## src/rtl/core/mpe_ram.sv

```systemverilog
`timescale 1ns / 1ps
// mpe_ram: generic single-port-write, single-port-read RAM with registered read data.
module mpe_ram #(
  parameter int Width = 32,
  parameter int Depth = 35
) (
  input  logic                                  clk_i,
  input  logic                                  we_i,
  input  logic [((Depth > 1) ? $clog2(Depth) : 1)-1:0] waddr_i,
  input  logic [Width-1:0]                      wdata_i,
  input  logic                                  re_i,
  input  logic [((Depth > 1) ? $clog2(Depth) : 1)-1:0] raddr_i,
  output logic [Width-1:0]                      rdata_o
);

  logic [Width-1:0] mem_q [Depth];
  logic [Width-1:0] rdata_q;

  always_ff @(posedge clk_i) begin
    if (we_i) begin
      mem_q[waddr_i] <= wdata_i;
    end
    if (re_i) begin
      rdata_q <= mem_q[raddr_i];
    end
  end

  assign rdata_o = rdata_q;

endmodule

```

## config.mk

```make
export PLATFORM = sky130hd
export DESIGN_NAME = mpe_ram
export DESIGN_NICKNAME = d
export VERILOG_FILES = /design/src/rtl/core/mpe_ram.sv
export SDC_FILE = /design/constraint.sdc
export NUM_CORES = 1
export LEC_CHECK = 0
export CAP_MARGIN = 20
export CORE_AREA = 2 2 248 312
export DETAILED_ROUTE_END_ITERATION = 10
export DIE_AREA = 0 0 250 314
export DONT_BUFFER_PORTS = 1
export PLACE_DENSITY = 0.8
export REMOVE_ABC_BUFFERS = 1
export SLEW_MARGIN = 20
export SYNTH_ARGS = -nofsm -noshare
export SYNTH_HDL_FRONTEND = slang
export SYNTH_SLANG_ARGS = --single-unit
```

## constraint.sdc

```tcl
create_clock -name clk_i -period 2.8 [get_ports clk_i]
set_input_delay 0.14 -clock clk_i [delete_from_list [all_inputs] [get_ports clk_i]]
set_output_delay 0.14 -clock clk_i [all_outputs]
set_load 0.02 [all_outputs]
```

==> flow_summary.yaml <==
power:
  vdd.ir_drop.worst_uv: 471
  power_density_nw_per_um2: 684
  cellLeakagePower_nw: 17.3
  p_total_mw: 34.5
placement:
  pre_cts_ws_ns: 0.657
  dp_hpwl_mm: 58.7
  io_buffer_count: 0
  place.gp.congestion: 0.822
  numPlacedInstances: 3313
  placed_area_um2: 46700
drt:
  drt_iter0_markers: 3179
  routed_wl_mm: 111
  drc_errors: 0
  ant_nets: 0
  wl_per_cell_um: 31.2
  vias: 24000
  vias_per_cell: 6.76
  dr.pass1.iters: 6
floorplan:
  die_w_um: 250
  die_h_um: 314
  dieArea_um2: 78500
  io_pins: 79
  initial_core_util_pct: 59.6
  num_rows: 113
  core_um2: 75500
critical_path:
  critPathBufInv: 3
  cp_slowest_stage_delay_ns: 0.59
  critical_path.endpoint_type: "register"
  crit_top_cell: "buf_16"
  cp_top_family: "buffers and inverters"
  cp-start-kind: "input pin"
  worstPathCellList: "buf_16 > buf_16 > buf_16 > mux2i_1 > a22o_1 > a221oi_2 > o22ai_1 > o41ai_2"
  crit_arrival_ns: 3.17
  cp_max_fo: 114
  required_ns: 3.28
  crit_type: "input pin to register"
  cpMaxStageDelayCell: "buf_16"
finish:
  final_cells: 3545
  layout-drive-gt1-share_pct: 15.9
  stdcell_area_um2: 50400
  syn_to_final_growth_pct: 12.0
  final_util_pct: 66.7
  final_nets: 2533
clocking:
  clockBufferDepth: 3
  clk_pin_slew_worst_paths_ns: 0.07
  numCtsBuffers: 101
  post-cts-setup-buffers: 0
  insertion_delay_ns: 0.67
  cts.sinks: 1152
  cts_tree: "done"
  h-tree-depth: 3
  root_buffer: "clkbuf_16"
yosys:
  synth_area_per_cell_um2: 18.9
  yosysTopAreaCell: "edfxtp_1"
  synth_top_cell_area_share_pct: 76.9
  ys_async_sr_fraction_pct: 0
  ys_warn_count: 0
  ys_top_cells_by_count: "1152 x edfxtp_1, 544 x mux2i_1, 128 x a22oi_1"
  synth_ff_type: "edfxtp_1"
  seq_area_frac_synth_pct: 76.9
  syn_inst: 2379
  synth.area.top_cells: "edfxtp_1 77%, mux2i_1 12%, a22oi_1 2.1%"
  synth_cell_types: 27
  ys_seq_elements: 1152
  synth_edf_count: 1152
  synth_area_um2: 45000
  post-synth-top-count-cell: "edfxtp_1"
timing:
  whs_ns: -0.000486
  hold_violations: 1
  fin_crit_sh_pct: 96.1
  fin_ws_ns: 0.110
  slew_viol_final: 0
  setup_viol: 0
  worst_slew_pin_slew_ns: 1.09
  relSlewSlack_pct: 26.8
  rsz0062_at_grt: "no"
  max_freq_mhz: 372
  fin_skew_ns: 0.0169
  fin_crit_ns: 2.69
grt:
  grt_pass1_wl_mm: 158
  grt_max_degree: 545
  grt_pass1_vias: 24200
  grt_usage_pct: 27.8
  grt_overflow_total: 0
  grt_antenna_before_repair: 4
outcome:
  violations: "negative hold slack"
  outcome: "finished with violations"
flow_run:
  maxCapViolCount: 0
worst_hold_path:
  min_path_type: "input pin to register"
-- cell type report --
cell class / instances / area [um^2]
diodes: 2 / 5.00
clock buffers: 121 / 2690
clock inverters: 62 / 495
fillers: 4635 / 25100
multi-input cells: 1083 / 9840
flip-flops and latches: 1152 / 34600
well taps: 977 / 1220
repair buffers: 148 / 1530
-- flip-flops by register name, indices dropped and copies added (netlist names) --
signal / flops
rdata_o: 32
mem_q: 1120
-- worst reg2reg max path, stage by stage (launching register included) --
cell	delay [ns]
edfxtp_1	0.36
mux2i_1	0.09
a22o_1	0.29
a221oi_2	0.22
o22ai_1	0.17
o41ai_2	0.35
-- cell usage in the layout (no fill, tap or decap), drive strengths merged, types with 2 or more instances in the layout --
| master | count |
|---|---|
| a21oi | 64 |
| a221oi | 64 |
| a22o | 64 |
| a22oi | 128 |
| buf | 133 |
| bufinv | 7 |
| clkbuf | 123 |
| clkinv | 44 |
| clkinvlp | 11 |
| diode | 2 |
| dlygate4sd3 | 13 |
| edfxtp | 1152 |
| mux2i | 544 |
| nand2 | 67 |
| nand2b | 2 |
| nand3 | 3 |
| nand3b | 5 |
| nor2 | 38 |
| nor2b | 3 |
| o21ai | 32 |
| o22ai | 32 |
| o41ai | 32 |
| or3b | 2 |
-- through the flow --
step / setup TNS, ns / hold WS, ns
4_1_cts: 0 / 0.0685
3_3_place_gp: 0 / 0.240
3_5_place_dp: 0 / 0.240
5_1_grt: 0 / 0.0264
6_report: 0 / -0.000486
2_1_floorplan: -117.29 / 0.239
-- cell families (layout without fill, tap and decap cells) --
| group | Yosys count | count (layout) | synth area share, % |
|---|---|---|---|
| flops | 1152 | 1152 | 76.9 |
| mux | 544 | 544 | 12.1 |
| compound gates | 416 | 416 | 7.98 |
| buf+inv | 144 | 331 | 1.88 |
| simple gates | 123 | 123 | 1.14 |
| other cells | 0 | 2 | 0 |
-- report_power, final --
part           leakage [nW]  switching [mW]  internal [mW]
Clock                  1.54            6.01           7.48
Sequential             10.4           0.113           19.1
Combinational          5.32            1.10          0.615
-- layer usage --
metal	track usage, %	part of all wire [%]	vias to the layer above
met4	13.9	4.9	4
li1	-	-	9923
met5	0	0.021	-
met1	34.8	35	12200
met2	46.7	50	1516
met3	5.42	10	332
-- final timing paths --
check	start	to	slack, ns	cells after the start
hold reg to reg	mem_q[34][6]	rdata_o[6]	0.67	4
setup / recovery	raddr_i[0]	rdata_o[19]	0.11	8
setup reg to reg	mem_q[17][25]	rdata_o[25]	1.12	5
hold / removal	wdata_i[12]	mem_q[26][12]	-0.0005	1
-- what timing repair did --
item                                    in CTS  in global routing
endpoints found under the hold margin     1184                  0
resized for setup                            0                  0
endpoints found under the setup margin       0                 16
hold buffers                                41                  0
Note: power is estimated with default switching activity, not from simulation.
