===== config.mk =====
export PLATFORM = sky130hd
export DESIGN_NAME = mpe_div
export DESIGN_NICKNAME = d
export VERILOG_FILES = /design/src/rtl/core/mpe_pkg.sv /design/src/rtl/core/mpe_div.sv
export SDC_FILE = /design/constraint.sdc
export NUM_CORES = 1
export LEC_CHECK = 0
export BUFFER_PORTS_ARGS = -buffer_cell sky130_fd_sc_hd__buf_4
export CORE_ASPECT_RATIO = 0.75
export CORE_MARGIN = 1
export CORE_UTILIZATION = 35
export CTS_CLUSTER_SIZE = 8
export DETAILED_ROUTE_END_ITERATION = 10
export GPL_ROUTABILITY_DRIVEN = 0
export SETUP_SLACK_MARGIN = 0.05
export SLEW_MARGIN = 5
export SYNTH_ARGS = -nofsm -noshare
export SYNTH_HDL_FRONTEND = slang
export SYNTH_SLANG_ARGS = --single-unit

===== constraint.sdc =====
create_clock -name clk_i -period 3.2 [get_ports clk_i]
set_clock_uncertainty 0.1 [all_clocks]
set_input_delay 0.48 -clock clk_i [delete_from_list [all_inputs] [get_ports clk_i]]
set_output_delay 0.48 -clock clk_i [all_outputs]
set_load 0.02 [all_outputs]

===== src/rtl/core/mpe_pkg.sv =====
`timescale 1ns / 1ps
// mpe_pkg: shared types, codes, divider interface and the monomial exponent table.
package mpe_pkg;

  localparam int DIM       = 4;
  localparam int MAX_ORDER = 3;
  localparam int NUM_COEFS = 35;

  localparam int EXP_W    = (MAX_ORDER > 0) ? $clog2(MAX_ORDER + 1) : 1;
  localparam int AXIS_W   = 2;
  localparam int NUM_W    = 50;  // (x - low) << 16 and (m * e) << 16, signed
  localparam int DEN_W    = 33;  // high - low, signed
  localparam int PADDR_W  = 5;

  localparam logic signed [31:0] Q_ONE = 32'sh0001_0000;

  typedef enum logic [1:0] {
    FUNC_WRITE = 2'd0,
    FUNC_VALUE = 2'd1,
    FUNC_GRAD  = 2'd2,
    FUNC_DERIV = 2'd3
  } func_e;

  typedef enum logic [1:0] {
    ST_OK   = 2'd0,
    ST_SAT  = 2'd1,
    ST_ZERO = 2'd2
  } status_e;

  typedef struct packed {
    func_e              func;
    logic [5:0]         coef_index;
    logic signed [31:0] coef_value;
    logic signed [31:0] point_0;
    logic signed [31:0] point_1;
    logic signed [31:0] point_2;
    logic signed [31:0] point_3;
  } in_item_t;

  typedef struct packed {
    logic signed [63:0] result;
    logic [AXIS_W-1:0]  axis;
    logic               last;
    status_e            status;
  } out_item_t;

  typedef struct packed {
    logic                    start;
    logic signed [NUM_W-1:0] num;
    logic signed [DEN_W-1:0] den;
  } div_req_t;

  typedef struct packed {
    logic               done;
    logic signed [31:0] quo;
    logic               sat;
  } div_rsp_t;

  typedef logic [EXP_W-1:0] expo_t;
  typedef expo_t [DIM-1:0]  expv_t;

  // Exponent vectors are walked in ascending lexicographic order, parameter 0 most significant.
  function automatic int count_mono();
    int                     n;
    int                     sum;
    logic                   ok;
    logic [EXP_W*DIM-1:0]   v;
    n = 0;
    for (int c = 0; c < (1 << (EXP_W * DIM)); c++) begin
      v   = (EXP_W * DIM)'(c);
      sum = 0;
      ok  = 1'b1;
      for (int i = 0; i < DIM; i++) begin
        sum += int'(v[(DIM-1-i)*EXP_W +: EXP_W]);
        if (int'(v[(DIM-1-i)*EXP_W +: EXP_W]) > MAX_ORDER) ok = 1'b0;
      end
      if (ok && sum <= MAX_ORDER) n++;
    end
    return n;
  endfunction

  localparam int NUM_MONO   = count_mono();
  localparam int MONO_IDX_W = (NUM_MONO > 1) ? $clog2(NUM_MONO) : 1;

  typedef expv_t [NUM_MONO-1:0] expo_tbl_t;

  function automatic expo_tbl_t build_expo();
    expo_tbl_t            t;
    int                   n;
    int                   sum;
    logic                 ok;
    logic [EXP_W*DIM-1:0] v;
    t = '0;
    n = 0;
    for (int c = 0; c < (1 << (EXP_W * DIM)); c++) begin
      v   = (EXP_W * DIM)'(c);
      sum = 0;
      ok  = 1'b1;
      for (int i = 0; i < DIM; i++) begin
        sum += int'(v[(DIM-1-i)*EXP_W +: EXP_W]);
        if (int'(v[(DIM-1-i)*EXP_W +: EXP_W]) > MAX_ORDER) ok = 1'b0;
      end
      if (ok && sum <= MAX_ORDER) begin
        for (int i = 0; i < DIM; i++) begin
          t[n][i] = v[(DIM-1-i)*EXP_W +: EXP_W];
        end
        n++;
      end
    end
    return t;
  endfunction

  localparam expo_tbl_t EXPO_TBL = build_expo();

endpackage


===== src/rtl/core/mpe_div.sv =====
`timescale 1ns / 1ps
// mpe_div: signed restoring divider, one quotient bit per cycle, quotient saturated to 32 bits.
module mpe_div import mpe_pkg::*; (
  input  logic     clk_i,
  input  logic     rst_ni,
  input  div_req_t req_i,
  output div_rsp_t rsp_o
);

  typedef enum logic [1:0] {D_IDLE, D_RUN, D_FIN} dstate_e;

  dstate_e          state_q;
  logic [4:0]       cnt_q;
  logic [DEN_W-1:0] rem_q;
  logic [DEN_W-1:0] ad_q;
  logic [31:0]      dvd_q;
  logic [31:0]      quo_q;
  logic             neg_q;
  logic             big_q;
  div_rsp_t         rsp_q;

  logic [NUM_W-1:0] an;
  logic [DEN_W-1:0] ad;
  logic [DEN_W:0]   trial;
  logic             fits;

  always_comb begin
    an    = req_i.num[NUM_W-1] ? (~req_i.num + 1'b1) : req_i.num;
    ad    = req_i.den[DEN_W-1] ? (~req_i.den + 1'b1) : req_i.den;
    trial = {rem_q, dvd_q[31]};
    fits  = trial >= {1'b0, ad_q};
  end

  always_ff @(posedge clk_i or negedge rst_ni) begin
    if (!rst_ni) begin
      state_q <= D_IDLE;
      cnt_q   <= '0;
      rem_q   <= '0;
      ad_q    <= '0;
      dvd_q   <= '0;
      quo_q   <= '0;
      neg_q   <= 1'b0;
      big_q   <= 1'b0;
      rsp_q   <= '0;
    end else begin
      rsp_q.done <= (state_q == D_FIN);
      case (state_q)
        D_IDLE: begin
          if (req_i.start) begin
            ad_q  <= ad;
            neg_q <= req_i.num[NUM_W-1] ^ req_i.den[DEN_W-1];
            // quotient of 2^32 or more saturates whatever the sign
            big_q <= DEN_W'(an[NUM_W-1:32]) >= ad;
            rem_q <= DEN_W'(an[NUM_W-1:32]);
            dvd_q <= an[31:0];
            quo_q <= '0;
            cnt_q <= '1;
            state_q <= (DEN_W'(an[NUM_W-1:32]) >= ad) ? D_FIN : D_RUN;
          end
        end
        D_RUN: begin
          rem_q <= fits ? DEN_W'(trial - {1'b0, ad_q}) : DEN_W'(trial);
          dvd_q <= {dvd_q[30:0], 1'b0};
          quo_q <= {quo_q[30:0], fits};
          cnt_q <= cnt_q - 1'b1;
          if (cnt_q == '0) state_q <= D_FIN;
        end
        D_FIN: begin
          if (big_q) begin
            rsp_q.sat <= 1'b1;
            rsp_q.quo <= neg_q ? 32'sh8000_0000 : 32'sh7FFF_FFFF;
          end else if (!neg_q) begin
            rsp_q.sat <= quo_q[31];
            rsp_q.quo <= quo_q[31] ? 32'sh7FFF_FFFF : $signed(quo_q);
          end else begin
            rsp_q.sat <= quo_q[31] && (|quo_q[30:0]);
            rsp_q.quo <= (quo_q[31] && (|quo_q[30:0])) ? 32'sh8000_0000 : $signed(-quo_q);
          end
          state_q <= D_IDLE;
        end
        default: state_q <= D_IDLE;
      endcase
    end
  end

  assign rsp_o = rsp_q;

endmodule


==> flow_summary.ini, run 1 <==
[logic_synthesis]
synth_ff_type = dfrtp_1
ys_seq_area_share_pct = 36.6
syn-cell-area_mm2 = 0.0118
synth_edf_count = 0
ys_types = 70
synthCells = 1371
synth_area_leaders = dfrtp_1 (37%), o21ai_0 (7.0%), ha_1 (5.9%)
synth_warnings = 0
ys_top_cells_by_count = dfrtp_1 (173), o21ai_0 (166), nand2_1 (151)
syn_nets = 1514
avgSynthCellArea_um2 = 8.63
yosysTopAreaCell = dfrtp_1
synth_seq_cells = 173
synth_top_cell_area_share_pct = 36.6
synth_most_common_cell = dfrtp_1
synth-async-reset-ratio_pct = 100

[power]
p_leak_nw = 7.02
p_sw_share_pct = 45.8
p_comb_share_pct = 62.0
p_seq_share_pct = 25.0
p_switching_mw = 6.87
p_int_mw = 8.12
power_frac_clock_pct = 13.0
powerDensity_mw_per_mm2 = 969
ir_drop_v = 0.000438
power_mw = 15.0

[floorplan]
die_w_um = 214
initial_utilization_pct = 36.1
io_pins = 120
die_h_um = 161
die_area_mm2 = 0.0345
core_mm2 = 0.0328
rows = 57

[drt]
routed_wirelength_mm = 35.3
drt-vias-per-instance = 5.43
antenna_left = 0
wl_per_cell_um = 16.9
drc_errors = 0
first_iter_violations = 876
dr.pass1.iters = 6
routed-via-count = 11400

[placement]
dpl_cell_area_mm2 = 0.0146
hpwl_mm = 26.5
dp_cells = 2055
place_ws_ns = -1.72
io_buffers = 119

[timing]
fmax_mhz = 237
finalWorstSetupSlack_ns = -1.02
period_needed_ns = 4.22
setup_tns_ns = -2.87
tightestPinTransition_ns = 1.23
period_share_pct = 132
final-setup-viol-count = 3
slew_headroom_pct = 16.9
final_hold_viol_count = 0
maxSlewViolCount = 0
rsz0062_at_grt = yes

[cts]
cts_buffers = 17
cts_tree = yes
cts_sinks = 173
clock_path_buffers = 2
cts-root-buf = clkbuf_16
worstSkewPairLatency_ns = 0.44
clkTransAtPathRegs_ns = 0.07
cts_htree_levels = 4

[job]
maxCapViolations = 0

[global_routing]
grt-ovfl-total = 0
grtUsageTotal_pct = 20.9
grt_max_degree = 80
grt_pass1_vias = 11000
met1_usage_pct = 32.4
met2_usage_pct = 30.4
gr-usage-met3_pct = 3.30
grt_pass1_wl_mm = 58.7
antenna_found_initial = 0
grt.busiest_layer = met1

[finish]
nNetsFinal = 1782
drive_gt1_share_pct = 26.2
finalInstanceArea_mm2 = 0.0155
fillers = 3211
area_growth_pct = 30.7
layout.cells.non_filler = 2094
n_antenna_cell = 0

[critical_path]
cp_slowest_cell = or4_4
path_buf_inv = 1
worst_path_largest_cell_delay_ns = 0.52
critPathMaxFanout = 3
crit_chain = buf_6 -> or4_4 -> or4_4 -> or3_4 -> or4_4 -> o21ai_4 -> xor2_2 -> ha_1 -> nor2b_2 -> o21ai_1 -> a21o_1 -> a31oi_4 -> o21ai_2 -> nand4_1 -> or4_4 -> a21o_2
cp-end-kind = flop
crit_arrival_ns = 4.45
crit_top_cell = or4_4
crit_type = primary input to flop
cp_data_required_time_ns = 3.43
cp-start-kind = primary input
worst_path_dominant_cell_family = simple AND/OR/NAND/NOR gates

[run_status]
violations = negative setup slack
status = complete, but fails checks

[min_path]
min_path_type = primary input to flop
-- final timing paths --
kind	start	end	slack [ns]	cells after the start
worst max register to register	quo_q[13]	rsp_o[9]	0.16	8
max in group asynchronous	rst_ni	quo_q[3]	1.73	3
worst max-delay path	req_i[48]	state_q[0]	-1.02	16
min in group asynchronous	rst_ni	dvd_q[10]	0.53	2
worst min-delay path	req_i[31]	ad_q[31]	0.28	3
worst min register to register	ad_q[24]	ad_q[24]	0.39	2
-- worst min-delay path, stage by stage --
cell	delay [ns]
buf_4	0.10
xor2_1	0.07
o21ai_0	0.12
-- state kept, by name (all words and copies together) (netlist names) --
| name | cells |
|---|---|
| neg_q | 1 |
| quo_q | 32 |
| rem_q | 33 |
| rsp_o | 34 |
| ad_q | 33 |
| state_q | 2 |
| dvd_q | 32 |
| big_q | 1 |
| cnt_q | 5 |
-- logic make-up (layout without fill, tap and decap cells) --
family                   Yosys count  after routing  share of synthesized area, %
XOR/XNOR                         111            111                          8.22
AND/OR/NAND/NOR                  398            398                          16.4
multiplexers                      28             28                          2.39
buffers and inverters            130            411                          4.16
adder cells (fa/ha/maj)           57             57                          6.09
AO/OA/AOI/OAI                    474            474                          26.2
flip-flops                       173            173                          36.6
-- placed cells by master (no fill, tap or decap), types with 22 or more instances in the layout --
master   instances
a21oi_1         64
mux2i_1         26
inv_1           52
a21o_1          22
dfrtp_1        173
nor2_1          82
o21ai_0        155
ha_1            54
buf_4          315
o31ai_1         32
xnor2_1         56
nor3_1          23
a22o_1          30
xor2_1          53
nand2_1        149
a22oi_1         34
-- through the flow --
step	hold slack, ns	utilization, %
floorplan	0.0844	-
global placement	0.365	44.5
detailed placement	0.371	44.5
CTS	0.271	46.5
global route	0.325	47.1
finish	0.279	47.1
-- power groups by stage --
| stage | combinational, mW | clock, mW | sequential, mW |
|---|---|---|---|
| floorplan | 6.15 | 0 | 3.85 |
| global placement | 8.96 | 0 | 3.75 |
| detailed placement | 9.06 | 0 | 3.78 |
| CTS | 9.13 | 1.98 | 3.74 |
| global route | 10.4 | 2.05 | 3.86 |
| finish | 9.30 | 1.94 | 3.75 |
-- timing repair --
item / in CTS / in global routing
hold buffers: 1 / 0
pin swaps: 9 / 7
hold endpoints to repair: 39 / 0
setup buffers: 2 / 4
gates resized for setup: 26 / 40
setup endpoints to repair: 4 / 42
-- routing by layer --
metal,part of all wire [%],vias to the layer above
met5,0,-
met4,0.82,0
met3,5.3,20
met2,42,297
met1,52,5469
li1,-,5590
-- layout make-up --
cell class                 count  area (um2)  area share, %
inverter                      53         199           1.29
clock inverter                11        85.1          0.550
timing repair buffer         326        2530           16.4
multi-input combinational   1068        7320           47.3
tap                          442         553           3.58
sequential                   173        4330           28.0
clock buffer                  21         450           2.91
Note: power is estimated with default switching activity, not from simulation.
==> run 2, diff against run 1 <==
ABC_AREA = 1   (was default)
==> run 2 against run 1 <==
Against the previous run:
- critical path type unchanged
- die area is 15% higher
- largest power group unchanged
- via count grew 22%
- clock-buffer cell count decreased by 3
- hold slack worse by 0.026 ns
- register-to-register slack gained 0.29 ns
- the flow now finishes without violations
- flip-flop and latch count stayed put
==> flow_summary.ini, run 2 <==
[drt]
first_iter_violations = 1198
routed_wirelength_mm = 42.2
antenna_left = 0
wl_per_cell_um = 15.6
routed-via-count = 13900
drt-vias-per-instance = 5.14
dr.pass1.iters = 7
drc_errors = 0

[finish]
drive_gt1_share_pct = 17.5
n_antenna_cell = 0
finish.utilization_pct = 43.3
area_growth_pct = 21.9
layout_commonest_cell = nand2_1
final_cell_mix = nand2_1 (513), buf_4 (244), nor2_1 (219), inv_1 (209), dfrtp_1 (173)
nNetsFinal = 2325
largest_register_ffs = 34

[global_routing]
antenna_found_initial = 1
grt_pass1_wl_mm = 69.1
grt_pass1_vias = 13100
grt-ovfl-total = 0
grtUsageTotal_pct = 21.5
grt_max_degree = 71

[critical_path]
cp-start-kind = primary input
cp-end-kind = flop
critPathMaxFanout = 3
startpoint = req_i[34]
cp_data_required_time_ns = 3.43
r2r_cells = 11
cp-endpoint = state_q[0]
reg2reg_to = rem_q[22]
regToRegStartpoint = rem_q[16]
crit_arrival_ns = 3.12
crit_type = primary input to flop
rrSetupSlack_ns = 0.45

[timing]
period_needed_ns = 2.89
maxSlewViolCount = 0
fmax_mhz = 346
rsz0062_at_grt = no
finalWorstSetupSlack_ns = 0.310
period_share_pct = 90.3
setup_tns_ns = 0
final-setup-viol-count = 0
tightestPinTransition_ns = 0.926
final_hold_viol_count = 0
slew_headroom_pct = 38.1

[power]
p_leak_nw = 8.02
powerDensity_mw_per_mm2 = 1090
ir_drop_v = 0.000608

[logic_synthesis]
avgSynthCellArea_um2 = 6.86
syn_nets = 2123
synth_seq_cells = 173
ys_seq_area_share_pct = 31.9
ys_types = 58
synth_edf_count = 0
synth-async-reset-ratio_pct = 100
synth_compound_area_share_pct = 17.7
synthCells = 1980
synthMuxAreaShare_pct = 0
synth_most_common_cell = nand2_1
synth_warnings = 0
synth_top_family_by_area = simple AND/OR/NAND/NOR gates
synth-xor-area-share_pct = 5.29
syn-cell-area_mm2 = 0.0136
yosysTopAreaCell = dfrtp_1
ys_top_cells_by_count = nand2_1 (516), nor2_1 (226), inv_1 (210)
synthAdderAreaFrac_pct = 5.31
synth_area_leaders = dfrtp_1 (32%), nand2_1 (14%), nor2_1 (6.2%)
synth_simple_gate_area_share_pct = 31.1
synth_ff_type = dfrtp_1
synth_top_cell_area_share_pct = 31.9

[cts]
cts_buffers = 17
clkTransAtPathRegs_ns = 0.07
cts_htree_levels = 4
cts-root-buf = clkbuf_16
cts_sinks = 173
worstSkewPairLatency_ns = 0.46
cts_tree = yes
clock_path_buffers = 2

[floorplan]
io_pins = 120
rows = 62
initial_utilization_pct = 35.5
die_area_mm2 = 0.0396
die_w_um = 229
die_h_um = 173
core_mm2 = 0.0382

[placement]
io_buffers = 119
hpwl_mm = 32.6
place_ws_ns = -0.244

[job]
maxCapViolations = 0

[min_path]
min_path_type = primary input to flop

[run_status]
status = completed
==> run 2: routing by layer <==
| layer | track usage (%) | part of all wire (%) | wire length (um) | up-vias |
|---|---|---|---|---|
| met5 | 0 | 0 | 0 | - |
| met4 | 5.50 | 1.5 | 616 | 0 |
| met3 | 3.33 | 5.9 | 2490 | 36 |
| met2 | 31.7 | 43 | 17900 | 399 |
| met1 | 32.5 | 50 | 21100 | 6553 |
| li1 | - | - | - | 6931 |
==> run 2: logic make-up (layout without fill, tap and decap cells) <==
logic type,Yosys count,after routing
and+or+nand+nor,982,982
AOI/OAI and AO/OA,392,392
buffers and inverters,294,509
DFF,173,173
xor gates and xnor gates,82,82
adders and majority gates,57,57
==> run 2: worst min-delay path by stage <==
| stage | startpoint | end | cells after the start |
|---|---|---|---|
| 2_1_floorplan | rst_ni | ad_q[0] | 0 |
| 3_3_place_gp | dvd_q[23] | dvd_q[23] | 2 |
| 3_5_place_dp | dvd_q[28] | dvd_q[28] | 2 |
| 4_1_cts | req_i[25] | ad_q[25] | 3 |
| 5_1_grt | req_i[25] | ad_q[25] | 3 |
| 6_report | req_i[31] | ad_q[31] | 4 |
==> run 2: layout make-up <==
type	instances	area, um2
sequential	173	4330
clock inverter	14	171
inverter	227	852
tap	512	641
timing repair buffer	250	1920
multi-input combinational	1513	8210
fill	3962	21700
clock buffer	18	429
==> run 2: per-stage QoR <==
step / total power [mW] / hold slack, ns / area (um2) / std cells
global route: 19.7 / 0.258 / 16600 / 2707
detailed placement: 15.7 / 0.368 / 15800 / 2671
CTS: 18.0 / 0.229 / 16400 / 2704
finish: 18.0 / 0.253 / 16600 / 2707
global placement: 15.6 / 0.363 / 15800 / 2671
floorplan: 12.7 / 0.0844 / 13600 / 1980
==> run 2: power breakdown <==
group / switching (mW) / internal [mW]
Clock: 1.04 / 1.12
Combinational: 7.52 / 4.27
Sequential: 0.770 / 3.28
Total: 9.33 / 8.67
==> run 2: timing repair <==
| item | CTS | global route |
|---|---|---|
| hold buffers | 1 | 0 |
| buffers inserted | 0 | 3 |
| resized for setup | 0 | 29 |
| setup endpoints to repair | 0 | 3 |
| hold endpoints to repair | 68 | 0 |
==> run 2: worst max-delay path: stages <==
cell and delay [ns]:
buf_4 0.11, inv_1 0.10, ha_4 0.16, nand2_4 0.05, nor2_4 0.16, buf_6 0.13
nand3_4 0.09, o21ai_4 0.22, nand3_1 0.13, xor2_1 0.19, ha_1 0.33, nand2_1 0.11
nor3_2 0.16, nand4_1 0.13, nor3_2 0.12, nand3_1 0.09, nand2_1 0.11, nand3_2 0.11
nand2_1 0.08, nand2_1 0.06
